===== src/hw/rtl/obl_pkg.sv =====
// ----------------------------------------------------------------------------
// obl_pkg
// Shared types and constants of the sorted price level table.
// ----------------------------------------------------------------------------
package obl_pkg;

  localparam int TABLE_DEPTH = 1024;
  localparam int AW          = $clog2(TABLE_DEPTH);
  localparam int CW          = $clog2(TABLE_DEPTH + 1);

  localparam logic [2:0] OP_INSERT = 3'd0;
  localparam logic [2:0] OP_MODIFY = 3'd1;
  localparam logic [2:0] OP_DELETE = 3'd2;
  localparam logic [2:0] OP_READ   = 3'd3;

  typedef enum logic [3:0] {
    ST_INSERTED = 4'd0,
    ST_MODIFIED = 4'd1,
    ST_DELETED  = 4'd2,
    ST_NOTFOUND = 4'd3,
    ST_FULL     = 4'd4,
    ST_IGNORED  = 4'd5,
    ST_UNKNOWN  = 4'd6,
    ST_READOK   = 4'd7,
    ST_RANKOUT  = 4'd8
  } status_t;

  typedef enum logic [3:0] {
    CMD_NONE, CMD_LOAD, CMD_SRCH_INIT, CMD_RD_MID, CMD_CMP_MID, CMD_RD_SLOT,
    CMD_RD_RANK, CMD_MOD_WR, CMD_INS_INIT, CMD_INS_RD, CMD_INS_WR, CMD_WR_NEW,
    CMD_DEL_INIT, CMD_DEL_RD, CMD_DEL_WR, CMD_DEL_DONE
  } dp_op_t;

  typedef struct packed {
    dp_op_t  op;
    logic    result;
    status_t code;
  } obl_cmd_t;

  typedef struct packed {
    logic [2:0] opcode;
    logic       amt_pos;
    logic       rank_ok;
    logic       srch_done;
    logic       hit;
    logic       full;
    logic       ins_done;
    logic       del_done;
    logic       out_free;
  } obl_sts_t;

  typedef enum logic [3:0] {
    S_IDLE, S_DISPATCH, S_SRCH, S_SRCH_CMP, S_HIT_CHK, S_INS_LOOP, S_INS_WR,
    S_DEL_LOOP, S_DEL_WR, S_RD_WAIT, S_RESULT
  } state_t;

  typedef struct packed {
    logic [15:0] key;
    logic [31:0] price;
    logic [31:0] amount;
  } entry_t;

endpackage


===== src/hw/rtl/obl_ctrl.sv =====
// ----------------------------------------------------------------------------
// obl_ctrl
// Sequencer for search, shift, update and result steps of the level table.
// ----------------------------------------------------------------------------
module obl_ctrl import obl_pkg::*; (
  input  logic     clk,
  input  logic     rst_n,
  input  logic     in_tvalid,
  output logic     in_tready,
  input  obl_sts_t sts,
  output obl_cmd_t cmd
);

  state_t  state_r, state_nxt;
  status_t code_r, code_nxt;

  always_ff @(posedge clk) begin
    if (!rst_n) begin
      state_r <= S_IDLE;
    end else begin
      state_r <= state_nxt;
    end
    code_r <= code_nxt;
  end

  always_comb begin
    state_nxt  = state_r;
    code_nxt   = code_r;
    cmd.op     = CMD_NONE;
    cmd.result = 1'b0;
    cmd.code   = code_r;
    in_tready  = (state_r == S_IDLE);
    unique case (state_r)
      S_IDLE: begin
        if (in_tvalid) begin
          cmd.op    = CMD_LOAD;
          state_nxt = S_DISPATCH;
        end
      end
      S_DISPATCH: begin
        case (sts.opcode)
          OP_INSERT, OP_MODIFY: begin
            if (sts.amt_pos) begin
              cmd.op    = CMD_SRCH_INIT;
              state_nxt = S_SRCH;
            end else begin
              code_nxt  = ST_IGNORED;
              state_nxt = S_RESULT;
            end
          end
          OP_DELETE: begin
            cmd.op    = CMD_SRCH_INIT;
            state_nxt = S_SRCH;
          end
          OP_READ: begin
            if (sts.rank_ok) begin
              cmd.op    = CMD_RD_RANK;
              state_nxt = S_RD_WAIT;
            end else begin
              code_nxt  = ST_RANKOUT;
              state_nxt = S_RESULT;
            end
          end
          default: begin
            code_nxt  = ST_UNKNOWN;
            state_nxt = S_RESULT;
          end
        endcase
      end
      S_SRCH: begin
        if (sts.srch_done) begin
          cmd.op    = CMD_RD_SLOT;
          state_nxt = S_HIT_CHK;
        end else begin
          cmd.op    = CMD_RD_MID;
          state_nxt = S_SRCH_CMP;
        end
      end
      S_SRCH_CMP: begin
        cmd.op    = CMD_CMP_MID;
        state_nxt = S_SRCH;
      end
      S_HIT_CHK: begin
        if (sts.opcode == OP_DELETE) begin
          if (sts.hit) begin
            cmd.op    = CMD_DEL_INIT;
            state_nxt = S_DEL_LOOP;
          end else begin
            code_nxt  = ST_NOTFOUND;
            state_nxt = S_RESULT;
          end
        end else if (sts.hit) begin
          cmd.op    = CMD_MOD_WR;
          code_nxt  = ST_MODIFIED;
          state_nxt = S_RESULT;
        end else if (sts.full) begin
          code_nxt  = ST_FULL;
          state_nxt = S_RESULT;
        end else begin
          cmd.op    = CMD_INS_INIT;
          state_nxt = S_INS_LOOP;
        end
      end
      S_INS_LOOP: begin
        if (sts.ins_done) begin
          cmd.op    = CMD_WR_NEW;
          code_nxt  = ST_INSERTED;
          state_nxt = S_RESULT;
        end else begin
          cmd.op    = CMD_INS_RD;
          state_nxt = S_INS_WR;
        end
      end
      S_INS_WR: begin
        cmd.op    = CMD_INS_WR;
        state_nxt = S_INS_LOOP;
      end
      S_DEL_LOOP: begin
        if (sts.del_done) begin
          cmd.op    = CMD_DEL_DONE;
          code_nxt  = ST_DELETED;
          state_nxt = S_RESULT;
        end else begin
          cmd.op    = CMD_DEL_RD;
          state_nxt = S_DEL_WR;
        end
      end
      S_DEL_WR: begin
        cmd.op    = CMD_DEL_WR;
        state_nxt = S_DEL_LOOP;
      end
      S_RD_WAIT: begin
        code_nxt  = ST_READOK;
        state_nxt = S_RESULT;
      end
      S_RESULT: begin
        if (sts.out_free) begin
          cmd.result = 1'b1;
          state_nxt  = S_IDLE;
        end
      end
      default: state_nxt = S_IDLE;
    endcase
  end

endmodule


===== config.mk =====
export PLATFORM = sky130hd
export DESIGN_NAME = obl_ctrl
export DESIGN_NICKNAME = d
export VERILOG_FILES = /design/src/hw/rtl/obl_pkg.sv /design/src/hw/rtl/obl_ctrl.sv
export SDC_FILE = /design/constraint.sdc
export NUM_CORES = 1
export LEC_CHECK = 0
export BUFFER_PORTS_ARGS = -buffer_cell sky130_fd_sc_hd__buf_2
export CORE_MARGIN = 4
export CORE_UTILIZATION = 51
export CTS_CLUSTER_SIZE = 40
export DETAILED_ROUTE_END_ITERATION = 16
export GPL_ROUTABILITY_DRIVEN = 0
export HOLD_SLACK_MARGIN = 0.03
export MAX_ROUTING_LAYER = met4
export PLACE_DENSITY = 0.78
export REMOVE_ABC_BUFFERS = 1
export SKIP_LAST_GASP = 1
export SLEW_MARGIN = 25
export SYNTH_ARGS = -nofsm -noshare
export SYNTH_HDL_FRONTEND = slang
export SYNTH_SLANG_ARGS = --single-unit

===== constraint.sdc =====
create_clock -name clk -period 2 [get_ports clk]
set_input_delay 0.2 -clock clk [delete_from_list [all_inputs] [get_ports clk]]
set_output_delay 0.2 -clock clk [all_outputs]
set_load 0.02 [all_outputs]

# After elaboration in Yosys (flattened, before gate mapping)
# Index checks and enable logic that the tools add are counted.
# Widths: inputs -> output; s select.
op_classes:
  n_eq_ne: 22
  n_reduce_logical: 6
  mux: 37
ops:
  columns: ["op", "count"]
  rows:
  - ["$mux 4", 20]
  - ["$pmux 4 s11", 1]
  - ["$pmux 4 s9", 1]
  - ["$pmux 4 s3", 2]
  - ["$pmux 4 s5", 1]
  - ["$eq 4x3->1 const B", 4]
  - ["$eq 4x4->1 const B", 3]
  - ["$mux 2", 5]
  - ["$ne 2x2->1 const B", 5]
  - ["$mux 3", 3]
  - ["$ne 3x3->1 const B", 3]
  - ["$pmux 3 s3", 1]
  - ["$eq 4x2->1 const B", 2]
  - ["$reduce_and 8->1", 1]
  - ["$eq 3x2->1 const B", 2]
  - ["$reduce_bool 5->1", 1]
  - ["$eq 4x1->1 const B", 1]
  - ["$logic_not 4->1", 1]
  - ["$ne 4x4->1 const B", 1]
  - ["$eq 3x1->1 const B", 1]
  - ["$logic_not 3->1", 1]
  - ["$mux 1", 3]
  - ["$reduce_and 2->1", 1]
  - ["$reduce_or 2->1", 1]
word_totals:
  output_inout_bits: 10
  word_cells: 67
  inputBits: 14
  regBits: 8

# Longest topological paths before layout
# Gate-level depths: netlist of run 1.
depth:
  word_depth: 4
  depth_mapped: 6
  ltp_nobuf: 4

# Worst setup path before layout of run 1
# OpenSTA, ideal clock, no wires.
synth_path:
  kind: "reg2reg"
  start: "reg state_r[0]"
  end: "reg state_r[0]"
  n_path_buf: 2
  setup_ps: 122
  setup_slack_ps: 208
  required_time_ps: 1878
  stages_incl_launch_ff: 6
  synth_period_minus_slack_ps: 1792
  arrival_time_ps: 1670
  path_cell_list: "dfxtp_1 -> buf_2 -> buf_2 -> nor4_1 -> a21oi_1 -> o311a_1"
synth_between:
  elab_chain_len: 3
  elab_cells_between_ends: 15
  classes_between: "12 x eq/ne; 1 x mux; 2 x reduce/logical"
synth_rtl:
  columns: ["item", "line_no", "rtl"]
  rows:
  - ["start: declaration", "obl_ctrl.sv:14", "state_t state_r, state_nxt;"]
  - ["start signal: assignment", "obl_ctrl.sv:21", "state_r <= state_nxt;"]
  - ["$logic_not 4->1 (*)", null, null]
  - ["net in_tready", "obl_ctrl.sv:9", "output logic in_tready,"]
  - ["$ne 2x2->1 (no line)", null, null]
  - ["$reduce_and 2->1 (no line)", null, null]
# The timed path passes the listed nets; every way through them passes the cells marked *.
# A chain may end at the register's enable or synchronous reset.

==> results of run 1 <==
## cell usage after synthesis (all sizes together), types with 2 or more instances
cell type and count:
nor2 17, a21oi 9, buf 7, o21ai 7
nor2b 6, nand2b 5, dfxtp 4, edfxtp 4
inv 4, nand2 4, nor3 4, nor3b 4
clkbuf 3, nor4 3, o21a 3, a31oi 2
mux2i 2, nand3 2, o221ai 2, or3 2
## cell type report
type	count	area, µm²	area share [%]
multi-input cells	94	591	58.6
flip-flops and latches	8	203	20.1
repair buffers	28	153	15.2
clock buffers	4	26.3	2.61
well taps	16	20.0	1.99
inverters	4	15.0	1.49
## registers in the layout (all words and copies together), names as in the netlist
signal / flops
code_r: 4
state_r: 4
## layer usage
layer  global-route usage (%)  vias up  wire length, µm
met3                     3.98        6              217
met1                     25.4      448              933
met4                     12.6        0               65
met2                     32.4       64             1130
met5                        -        -                0
li1                         -      479                -
## metrics by stage
stage	cells	worst slack, ns	power, mW
after floorplan	106	0.240	0.949
after global placement	150	0.327	1.24
after detailed placement	150	0.314	1.25
after CTS	154	0.0230	1.39
after global routing	154	0.0337	1.51
final	154	0.0887	1.41
## cells by family (layout without fill, tap and decap cells)
kind of cell           Yosys count  after routing  synth area share (%)
AO/OA/AOI/OAI                   37             37                  30.1
multiplexers                     2              2                  2.35
buffers and inverters           14             36                  7.19
AND/OR/NAND/NOR                 55             55                  36.9
flip-flops                       8              8                  23.5
## power by group through the flow
stage,combinational (mW),sequential (mW),clock (mW)
finish,0.915,0.350,0.144
detailed placement,0.905,0.343,0
global route,0.997,0.358,0.155
global placement,0.896,0.341,0
CTS,0.910,0.340,0.145
floorplan,0.518,0.431,0
## worst paths after layout
check	to	cells after the start	slack [ns]	from
max reg2reg	code_r[2]$_DFFE_PP_	4	0.36	state_r[2]$_SDFFE_PN0P_
min	state_r[2]$_SDFFE_PN0P_	2	0.19	rst_n
max	cmd[8]	4	0.09	state_r[2]$_SDFFE_PN0P_
min reg2reg	state_r[2]$_SDFFE_PN0P_	2	0.67	state_r[3]$_SDFFE_PN0P_
## critical path, stage by stage (launching register included)
cell and delay (ns):
dfxtp_1 0.55, nand2b_1 0.24, o31ai_2 0.38, a21o_1 0.12, buf_2 0.15
==> impl.org, run 1 <==
** Run status
- The run finished with clean final reports.

** Cells and area
- The filler cells instantiated in the layout total 134.
- Most common cell after layout, fill and taps aside :: buf_2
- Once layout is complete, the utilization of the core stands at 65.3%.
- In the layout the commonest cells are buf_2 (23), nor2_1 (17), a21oi_1 (9).
- Number of antenna diodes :: 0
- Area of all placed cells without fillers :: 0.00101 mm²
- Area Overhead vs Synth :: 18.2%
- Share of final-layout standard cells stronger than drive strength 1 :: 26.8%
- In the final design database the tool counted 153 nets.

** Die
- Placeable core area :: 0.00154 mm²
- Starting utilization of the core area :: 55.3%
- Number of ports placed on the die boundary :: 24
- Row cnt :: 14
- Die Y-Extent :: 48.9 µm
- Die Outline Area :: 0.00239 mm²
- Die width :: 48.9 µm

** Placed design
- Summing all placed instances gives a cell area of 978 µm².
- Number of port buffers :: 23
- Once detailed placement completed, the half-perimeter wirelength came to 1750 µm.

** Clock tree
- Root cell of the clock tree :: clkbuf_4
- Max H-tree Level :: 1
- The clock drives 8 sinks.
- For this design, the CTS-stage hold fixing added 0 buffers.
- For the worst-skew pair, the clock arrives at the later sink with an insertion delay of 0.27 ns.
- CTS tree :: built
- Total setup buffers inserted after CTS :: 0
- Clk buf depth :: 2
- Counting the buffers created by CTS gives 3.
- After clock tree synthesis, the clock-pin slew on the worst setup and hold paths is 0.06 ns.
- In this run, post-CTS repair resized a total of 0 instances.

** Timing
- Headroom to the max-slew limit came out at 66.0%.
- Of the available clock period, the critical path in the final layout requires 95.6%.
- Final worst path period need :: 1.91 ns
- Number of setup violations in the final report :: 0
- Derived from the worst setup path, the maximum achievable clock frequency is 523 MHz.
- For the pin with the worst max-slew slack, the measured transition is 0.506 ns.
- Tightest hold margin :: 0.190 ns
- The number of max-slew violations in the final report was 0.
- For the final routed database, the setup TNS stands at 0 ns.
- On the final layout, the worst clock skew is 0.00281 ns.
- The count of final hold-check violations is 0.
- Setup repair after global routing left no endpoint under its margin.

** Yosys
- Part of the Yosys area used for sequential elements :: 23.5%
- The most used flip-flop cell after synthesis is edfxtp_1.
- Cell area after technology mapping :: 852 µm²
- Area leader, netlist :: edfxtp_1
- Number of synthesized flops with an enable pin :: 4
- Averaged over all synthesized cells, the footprint is 7.35 µm².
- After synthesis the netlist holds a flip-flop and latch count of 8.
- In the synthesized netlist, the number of instances is 116.
- YS warnings :: 0
- Largest cells by area after synthesis :: edfxtp_1 (14%), dfxtp_1 (9.4%), nor2_1 (7.5%)
- In the synthesized netlist the async set-or-reset flop fraction comes to 0%.
- Number of library cell types mapped by synthesis :: 44
- Proportion of netlist area held by the largest area contributor :: 14.1%

** Pwr
- Combinational logic is responsible for 65.0% of the overall power.
- In this run, flip-flops and latches consume 24.8% of the power.
- Clk network pwr share :: 10.2%
- Worst VDD drop :: 0.000787 V
- Share of total power consumed by net switching :: 50.4%
- Summed over all nets, the switching power comes to 0.709 mW.
- Summed over all cells, the static leakage comes to 0.424 nW.
- Internal power comes to 0.698 mW.
- For this design the ratio of total power to cell area is 1400 mW/mm².

** Worst setup path
- Data on the critical path arrives at its endpoint at 1.71 ns.
- The worst setup path is captured at an output pin.
- In this run the worst path has a maximum fanout of 12.
- The worst setup path is of the flop to output pin kind.
- Kind of launch point of the worst setup path :: flop
- Data on the critical path is required at its endpoint by 1.80 ns.

** Detailed routing
- Total Wirelength :: 2350 µm
- In the routed layout, each cell is associated on average with a via count of 6.47.
- After detailed routing, the number of remaining DRC violations is 0.
- For this run, the detailed router's first-pass iteration total came to 4.
- DR WL/cell :: 15.2 µm
- For this block, the initial DRC count from the detailed router was 57.
- Once detail routing completed, the nets flagged for antenna violations numbered 0.
- For this block, the via count after detailed routing is 997.

** Global routing
- Number of global-route vias before repair :: 911
- Global routing usage summed across all routing layers :: 21.1%
- The number of antenna violations at the first check in global routing was 0.
- Global routing finished with a remaining overflow of 0.
- The first global-routing pass estimated 4000 µm of wire.
- Pin count of the biggest net entering global routing :: 19

** Job
- Across the run, the number of max-cap violations was 0.

** Hold path
- Kind of path behind the tightest hold check :: primary input to flop
(Power assumes the default switching activity.)
==> run 2, diff against run 1 <==
--- a/config.mk
+++ b/config.mk
@@ -15,6 +15,7 @@
 export MAX_ROUTING_LAYER = met4
 export PLACE_DENSITY = 0.78
 export REMOVE_ABC_BUFFERS = 1
+export SETUP_SLACK_MARGIN = 0.5
 export SKIP_LAST_GASP = 1
 export SLEW_MARGIN = 25
 export SYNTH_ARGS = -nofsm -noshare
==> run 2 against run 1 <==
Effect of this change: wire length increased by 34%; global-route usage grew 3.9 points; combinational power grew 63%; register-to-register slack improved by 0.08 ns; critical path type unchanged; largest cell class unchanged.
==> impl.org, run 2 (synthesis results as in run 1) <==
** Worst setup path
- The setup slack of the most critical reg-to-reg path is 0.44 ns (+0.08 ns).
- Reg2reg end :: state_r[0]$_SDFFE_PN0P_
- Kind of end point of the critical path :: output pin
- The maximum fanout count along the critical path was 13 (+1).
- Crit path required time :: 1.80 ns (about the same)
- The count of cells along the worst register-to-register path was 6 (+2).
- STA classifies the critical path startpoint as a flop.
- The critical path in this run is classified as flop to output pin.
- Critical path data arrival time :: 1.57 ns (-0.14 ns)
- The startpoint identified for the worst register-to-register timing path is state_r[0]$_SDFFE_PN0P_.

** Clock tree
- Number of CTS-inserted buffers :: 3 (unchanged)
- The buffer levels on the longest clock path is 2 (unchanged).
- The later-pin clock latency in the skew report is 0.27 ns (about the same).
- TritonCTS built the clock tree.
- Max H-tree Level :: 1 (unchanged)
- Clock slew seen by the registers of the worst setup and hold paths :: 0.06 ns (about the same)
- The tree is rooted in a clkbuf_4.
- Sinks on the clock net :: 8 (unchanged)

** Detailed routing
- The average vias per placed instance was 6.85 (+5.9%).
- The count of TritonRoute iterations in the first routing pass was 4 (unchanged).
- The post-detailed-route wirelength per cell was 18.5 µm (+21%).
- Total Wirelength :: 3140 µm (+34%)
- Number of nets still failing antenna checks after routing :: 0 (unchanged)
- The number of violations reported at the end of detailed-routing iteration 0 came to 87 (+53%).
- The post-route DRC violation count was 0 (unchanged).
- Routed via count :: 1,165 (+17%)

** Timing
- Fin Clk Skew :: 0.00373 ns (+0.000916 ns)
- The setup-violating endpoint count in the final report came to 0 (unchanged).
- The minimum clock period after layout is 1.77 ns (-0.140 ns).
- Achievable clock frequency :: 565 MHz (+7.9%)
- The summed negative setup slack over all endpoints is 0 ns (unchanged).
- Worst slew slack as a fraction of its limit :: 65.9% (-0.086 points)
- Post-route fraction of the period consumed by the critical path :: 88.6% (-7.0 points)
- Setup repair after global routing could not meet its margin everywhere.
- The number of max-slew violations in the final report is 0 (unchanged).
- Slew @ Worst Pin :: 0.499 ns (-0.00695 ns)
- The count of final hold-check violations was 0 (unchanged).

** Cells and area
- Compared with the post-synthesis result, the final layout area differs by 52.0%.
- Leaving out fill and tap cells, the most frequent cell in the layout is buf_2.
- Most used cells in the layout excluding fill and tap cells :: buf_2 (19), nor2_1 (16), buf_4 (15)
- The fraction of final layout cells with drive strength greater than 1 came to 43.5% (+17 points).
- Registers with the highest flip-flop counts :: code_r: 4 flops, state_r: 4 flops
- The antenna diode count was 0 (unchanged).
- The non-filler instance count after layout was 170 (+10%).
- The number of nets in the finished design was 169 (+10%).
- FILL cells :: 83 (-38%)

** Global routing
- The combined global-route utilization of all metal layers came to 25.0% (+3.9 points).
- Pin count of the biggest net entering global routing :: 14 (-5)
- The first-pass GRT wire length is 4700 µm (+17%).
- The number of antenna violations at the first check in global routing came to 0 (unchanged).
- The sum of overflow across all layers after global routing was 0 (unchanged).
- The via count of the first global-routing pass came to 994 (+9.1%).

** Die
- The die outline width is 48.9 µm (unchanged).
- The die outline area is 0.00239 mm² (unchanged).
- The core box area is 0.00154 mm² (unchanged).
- The row count is 14 (unchanged).
- Starting utilization of the core area :: 55.3% (unchanged)
- Number of ports placed on the die boundary :: 24 (unchanged)
- Die Y-Extent :: 48.9 µm (unchanged)

** Job
- The number of max-capacitance violations reported came to 0 (unchanged).

** Placed design
- HPWL reported at the end of detailed placement :: 1750 µm (unchanged)
- The count of input and output buffers was 23 (unchanged).
- Placed cell count :: 150 (unchanged)

** Hold path
- In this run the worst hold path is classified as primary input to flop.
- Endpoint with the worst hold slack :: state_r[2]$_SDFFE_PN0P_
- The startpoint identified for the worst hold timing path is rst_n.
- The hold path depth came to 2 (unchanged).

** Pwr
- The peak supply drop is 0.000970 V (+23%).
- The cell area power density is 1520 mW/mm² (+9.0%).
- Leakage power :: 0.551 nW (+30%)

** Run status
- The run finished with clean final reports.
run 2: layout make-up:
class,count,area [µm²],share of cell area (%)
well taps,16,20.0,1.55
clock buffers,4,26.3,2.03
multi-input cells,94,666,51.4
flip-flops and latches,8,213,16.4
inverters,4,15.0,1.16
repair buffers,44,355,27.4
run 2: critical path: stages, from the launching register on:
cell     delay, ns
dfxtp_2       0.35
buf_4         0.19
nor3_1        0.31
o21ai_1       0.18
nand4_1       0.11
buf_2         0.17
run 2: worst max-delay path by stage:
stage | slack, ns | cells after the start | endpoint | startpoint
final | 0.23 | 5 | cmd[6] | state_r[0]$_SDFFE_PN0P_
after global routing | 0.19 | 5 | cmd[6] | state_r[0]$_SDFFE_PN0P_
after floorplan | 0.24 | 3 | state_r[0]$_SDFFE_PN0P_ | state_r[0]$_SDFFE_PN0P_
after CTS | 0.25 | 6 | cmd[7] | state_r[1]$_SDFFE_PN0P_
after global placement | 0.33 | 6 | cmd[7] | state_r[1]$_SDFFE_PN0P_
after detailed placement | 0.31 | 5 | cmd[6] | state_r[3]$_SDFFE_PN0P_
run 2: what timing repair did:
action / 4_1_cts / 5_1_grt
pin swaps: 3 / 5
setup endpoints to repair: 15 / 14
hold buffers: 0 / 0
gates resized for setup: 22 / 16
setup buffers: 9 / 6
gates cloned: 0 / 1
run 2: metal layers:
layer,vias up,GRT usage (%),wire [µm]
met2,98,39.1,1450
met1,534,30.2,1180
met3,19,4.28,347
met5,-,-,0
li1,514,-,-
met4,0,13.9,165
run 2: power breakdown:
part           total, mW  switching (mW)  internal [mW]
clock network      0.144          0.0668         0.0771
logic               1.49           0.756          0.733
registers          0.341          0.0738          0.268
run 2: stage by stage:
step	worst slack (ns)	hold slack, ns	power, mW	cell area, µm²	util [%]
2_1_floorplan	0.240	0.317	0.949	806	-
3_3_place_gp	0.327	0.468	1.24	978	63.5
3_5_place_dp	0.314	0.464	1.25	978	63.5
4_1_cts	0.246	0.187	1.66	1160	75.1
5_1_grt	0.188	0.215	2.08	1290	84.0
6_report	0.229	0.207	1.97	1290	84.0
==> run 3, diff against run 2 <==
--- a/config.mk
+++ b/config.mk
@@ -6,14 +6,16 @@
 export NUM_CORES = 1
 export LEC_CHECK = 0
 export BUFFER_PORTS_ARGS = -buffer_cell sky130_fd_sc_hd__buf_2
+export CELL_PAD_IN_SITES_DETAIL_PLACEMENT = 0
+export CELL_PAD_IN_SITES_GLOBAL_PLACEMENT = 1
 export CORE_MARGIN = 4
-export CORE_UTILIZATION = 51
+export CORE_UTILIZATION = 36
 export CTS_CLUSTER_SIZE = 40
 export DETAILED_ROUTE_END_ITERATION = 16
 export GPL_ROUTABILITY_DRIVEN = 0
 export HOLD_SLACK_MARGIN = 0.03
 export MAX_ROUTING_LAYER = met4
-export PLACE_DENSITY = 0.78
+export PLACE_DENSITY_LB_ADDON = 0.1
 export REMOVE_ABC_BUFFERS = 1
 export SETUP_SLACK_MARGIN = 0.5
 export SKIP_LAST_GASP = 1
==> run 3 against run 2 <==
Effect of this change: fmax is 5.5% higher; hold slack worse by 0.0039 ns; flip-flop and latch count stayed put; setup slack better by 0.092 ns; critical path depth stayed put; core utilization is 25 points lower; sequential share of layout area is 0.12 points lower; via count is 7.6% lower; combinational power is 5% lower; global-route usage is 6.0 points lower; total power is 3.4% lower; largest cell class unchanged.
==> impl.org, run 3 (synthesis results as in run 1) <==
** Pwr
- Power per unit of standard cell area :: 1440 mW/mm² (-5.2%)
- The combinational cell fraction of total power was 74.1% (-1.3 points).
- Share of total power in sequential cells :: 18.8% (+1.5 points)
- Share of total power consumed by net switching :: 46.3% (+0.85 points)
- The proportion of power drawn by the clock network is 7.1% (-0.2 points).
- The net switching component of the power came to 0.882 mW (-1.6%).
- Worst VDD drop :: 0.000883 V (-9.0%)
- The cell-internal power is 1.02 mW (-4.9%).
- Leakage power :: 0.556 nW (+0.82%)

** Cells and area
- Registers with the highest flip-flop counts :: code_r: 4 flops, state_r: 4 flops
- The fraction of final layout cells with drive strength greater than 1 came to 46.8% (+3.3 points).
- Area Overhead vs Synth :: 54.9%
- The summed area of non-filler cells in the final layout was 0.00132 mm² (+1.9%).
- The number of nets in the finished design came to 173 (+2.4%).
- Leaving out fill and tap cells, the most frequent cell in the layout is buf_4.
- Fin cells :: 186 (+9.4%)
- Most used cells in the layout excluding fill and tap cells :: buf_4 (23), buf_2 (20), nor2_1 (17)
- Number of antenna diodes :: 0 (unchanged)
- The core utilization of the finished layout was 59.1% (-25 points).

** Timing
- The part of the cycle the worst path needs was 84.0% (-4.6 points).
- The minimum clock period after layout came to 1.68 ns (-0.0917 ns).
- Worst Slack Setup Final :: 0.321 ns (+0.0917 ns)
- The top achievable clock speed came to 595 MHz (+5.5%).
- The setup-violating endpoint count in the final report is 0 (unchanged).
- Unrepaired setup endpoints after global routing :: yes
- The number of max-slew violations in the final report came to 0 (unchanged).
- Fin Clk Skew :: 0.00636 ns (+0.00263 ns)
- Worst slew slack as a fraction of its limit :: 68.3% (+2.4 points)
- The count of final hold-check violations is 0 (unchanged).
- The summed negative setup slack over all endpoints is 0 ns (unchanged).
- Slew @ Worst Pin :: 0.464 ns (-0.0352 ns)

** Worst setup path
- For this design, the slowest cell found on the critical path is dfxtp_4.
- The maximum cell stage delay along the critical path was 0.37 ns (+0.02 ns).
- Kind of critical path :: flop to output pin
- Reg2reg end :: code_r[3]$_DFFE_PP_
- The count of cells along the worst register-to-register path is 5 (-1).
- R2r startpoint :: state_r[1]$_SDFFE_PN0P_
- The maximum fanout count along the critical path came to 6 (-7).
- STA classifies the critical path endpoint as an output pin.
- The setup slack of the most critical reg-to-reg path was 0.51 ns (+0.07 ns).
- Crit path required time :: 1.80 ns (about the same)
- Kind of launch point of the worst setup path :: flop
- The most critical setup path has its startpoint at state_r[3]$_SDFFE_PN0P_.
- The most critical setup path has its endpoint at cmd[8].
- Walking the worst path, the cells encountered are nor2b_2 > a22oi_2 > o31ai_4 > a21o_1 > buf_2.
- The data arrival time of the critical path was 1.48 ns (-0.09 ns).

** Detailed routing
- The post-route DRC violation count was 0 (unchanged).
- The detailed-route via count was 1,076 (-7.6%).
- The number of violations reported at the end of detailed-routing iteration 0 came to 44 (-49%).
- Number of nets still failing antenna checks after routing :: 0 (unchanged)
- Number of detailed-routing iterations run before antenna repair :: 4 (unchanged)
- The post-detailed-route wirelength per cell came to 15.6 µm (-16%).
- The average vias per placed instance was 5.78 (-16%).
- Total Wirelength :: 2900 µm (-7.7%)

** Placed design
- The HPWL after detailed placement came to 1880 µm (+7.2%).
- The worst slack after detailed placement is 0.318 ns (+0.00345 ns).
- Number of port buffers :: 23 (unchanged)
- The cell area after placement came to 0.00102 mm² (+3.8%).
- The total instance count after detailed placement was 165 (+10%).

** Clock tree
- Clk buf depth :: 2 (unchanged)
- The number of sinks handled by clock tree synthesis came to 8 (unchanged).
- CTS tree :: built
- Root cell of the clock tree :: clkbuf_4
- The clock slew seen by the registers of the worst setup and hold paths is 0.06 ns (about the same).
- The number of levels in the clock H-tree came to 1 (unchanged).
- Clock latency reported for the late side of the worst-skew pair :: 0.26 ns (about the same)
- The number of clock buffers inserted by TritonCTS came to 3 (unchanged).
- The number of buffers inserted for hold repair after clock tree synthesis came to 0 (unchanged).

** Job
- The number of max-capacitance violations reported came to 0 (unchanged).

** Global routing
- The combined global-route utilization of all metal layers is 19.1% (-6.0 points).
- The number of antenna violations at the first check in global routing is 0 (unchanged).
- The sum of overflow across all layers after global routing came to 0 (unchanged).
- Wire length of the first global-routing pass :: 4760 µm (+1.3%)
- The maximum number of pins on one net before global-route repair came to 11 (-3).
- Number of global-route vias before repair :: 1,010 (+1.6%)

** Die
- Die width :: 56.7 µm (+16%)
- The core box area is 0.00223 mm² (+45%).
- Die Y-Extent :: 56.7 µm (+16%)
- Row cnt :: 17 (+3)
- Die Outline Area :: 0.00321 mm² (+34%)
- Number of ports placed on the die boundary :: 24 (unchanged)
- The starting utilization of the core area came to 38.2% (-17 points).

** Run status
- Run status :: complete, no violations

** Hold path
- The worst hold path belongs to the class primary input to flop.
==> run 3: power by group through the flow <==
stage	clock network, mW	registers [mW]	logic [mW]
after CTS	0.143	0.355	1.28
after global routing	0.143	0.371	1.52
final	0.135	0.359	1.41
after global placement	0	0.361	0.925
after detailed placement	0	0.361	0.923
after floorplan	0	0.431	0.518
==> run 3: how the worst min path moves through the flow <==
| stage | to | depth (start not counted) | start | slack [ns] |
|---|---|---|---|---|
| 2_1_floorplan | state_r[2]$_SDFFE_PN0P_ | 1 | rst_n | 0.32 |
| 3_3_place_gp | state_r[2]$_SDFFE_PN0P_ | 2 | rst_n | 0.46 |
| 3_5_place_dp | state_r[2]$_SDFFE_PN0P_ | 2 | rst_n | 0.47 |
| 4_1_cts | state_r[3]$_SDFFE_PN0P_ | 2 | rst_n | 0.19 |
| 5_1_grt | state_r[1]$_SDFFE_PN0P_ | 2 | rst_n | 0.21 |
| 6_report | state_r[1]$_SDFFE_PN0P_ | 2 | rst_n | 0.20 |
==> run 3: metrics by stage <==
| stage | power, mW | hold slack, ns |
|---|---|---|
| 4_1_cts | 1.78 | 0.191 |
| 3_5_place_dp | 1.28 | 0.474 |
| 5_1_grt | 2.03 | 0.213 |
| 6_report | 1.91 | 0.203 |
| 3_3_place_gp | 1.29 | 0.464 |
| 2_1_floorplan | 0.949 | 0.317 |
==> run 3: cell type report <==
type | count | area, µm²
Clock buffer | 4 | 26.3
Fill cell | 217 | 913
Inverter | 4 | 15.0
Multi-Input combinational cell | 94 | 703
Sequential cell | 8 | 215
Tap cell | 28 | 35.0
Timing Repair Buffer | 48 | 325
==> run 3: timing repair <==
item / CTS / global route
gates resized for setup: 34 / 6
buffers inserted: 13 / 4
setup endpoints to repair: 17 / 11
pin swaps: 4 / 2
==> run 3: critical path, delay by kind of cell, from the launching register on <==
kind	cells	cell delay [ns]
AOI/OAI and AO/OA	3	0.51
DFF	1	0.37
and+or+nand+nor	1	0.19
buffers and inverters	1	0.15
==> run 3: layer usage <==
layer  GRT usage (%)  vias to the layer above  routed length (µm)  part of all wire (%)
li1                -                      519                   -                     -
met1            24.3                      510                1300                    45
met2            30.5                       43                1400                    48
met3            1.84                        4                 171                   5.9
met4            8.14                        0                  25                  0.86
met5               -                        -                   0                     0
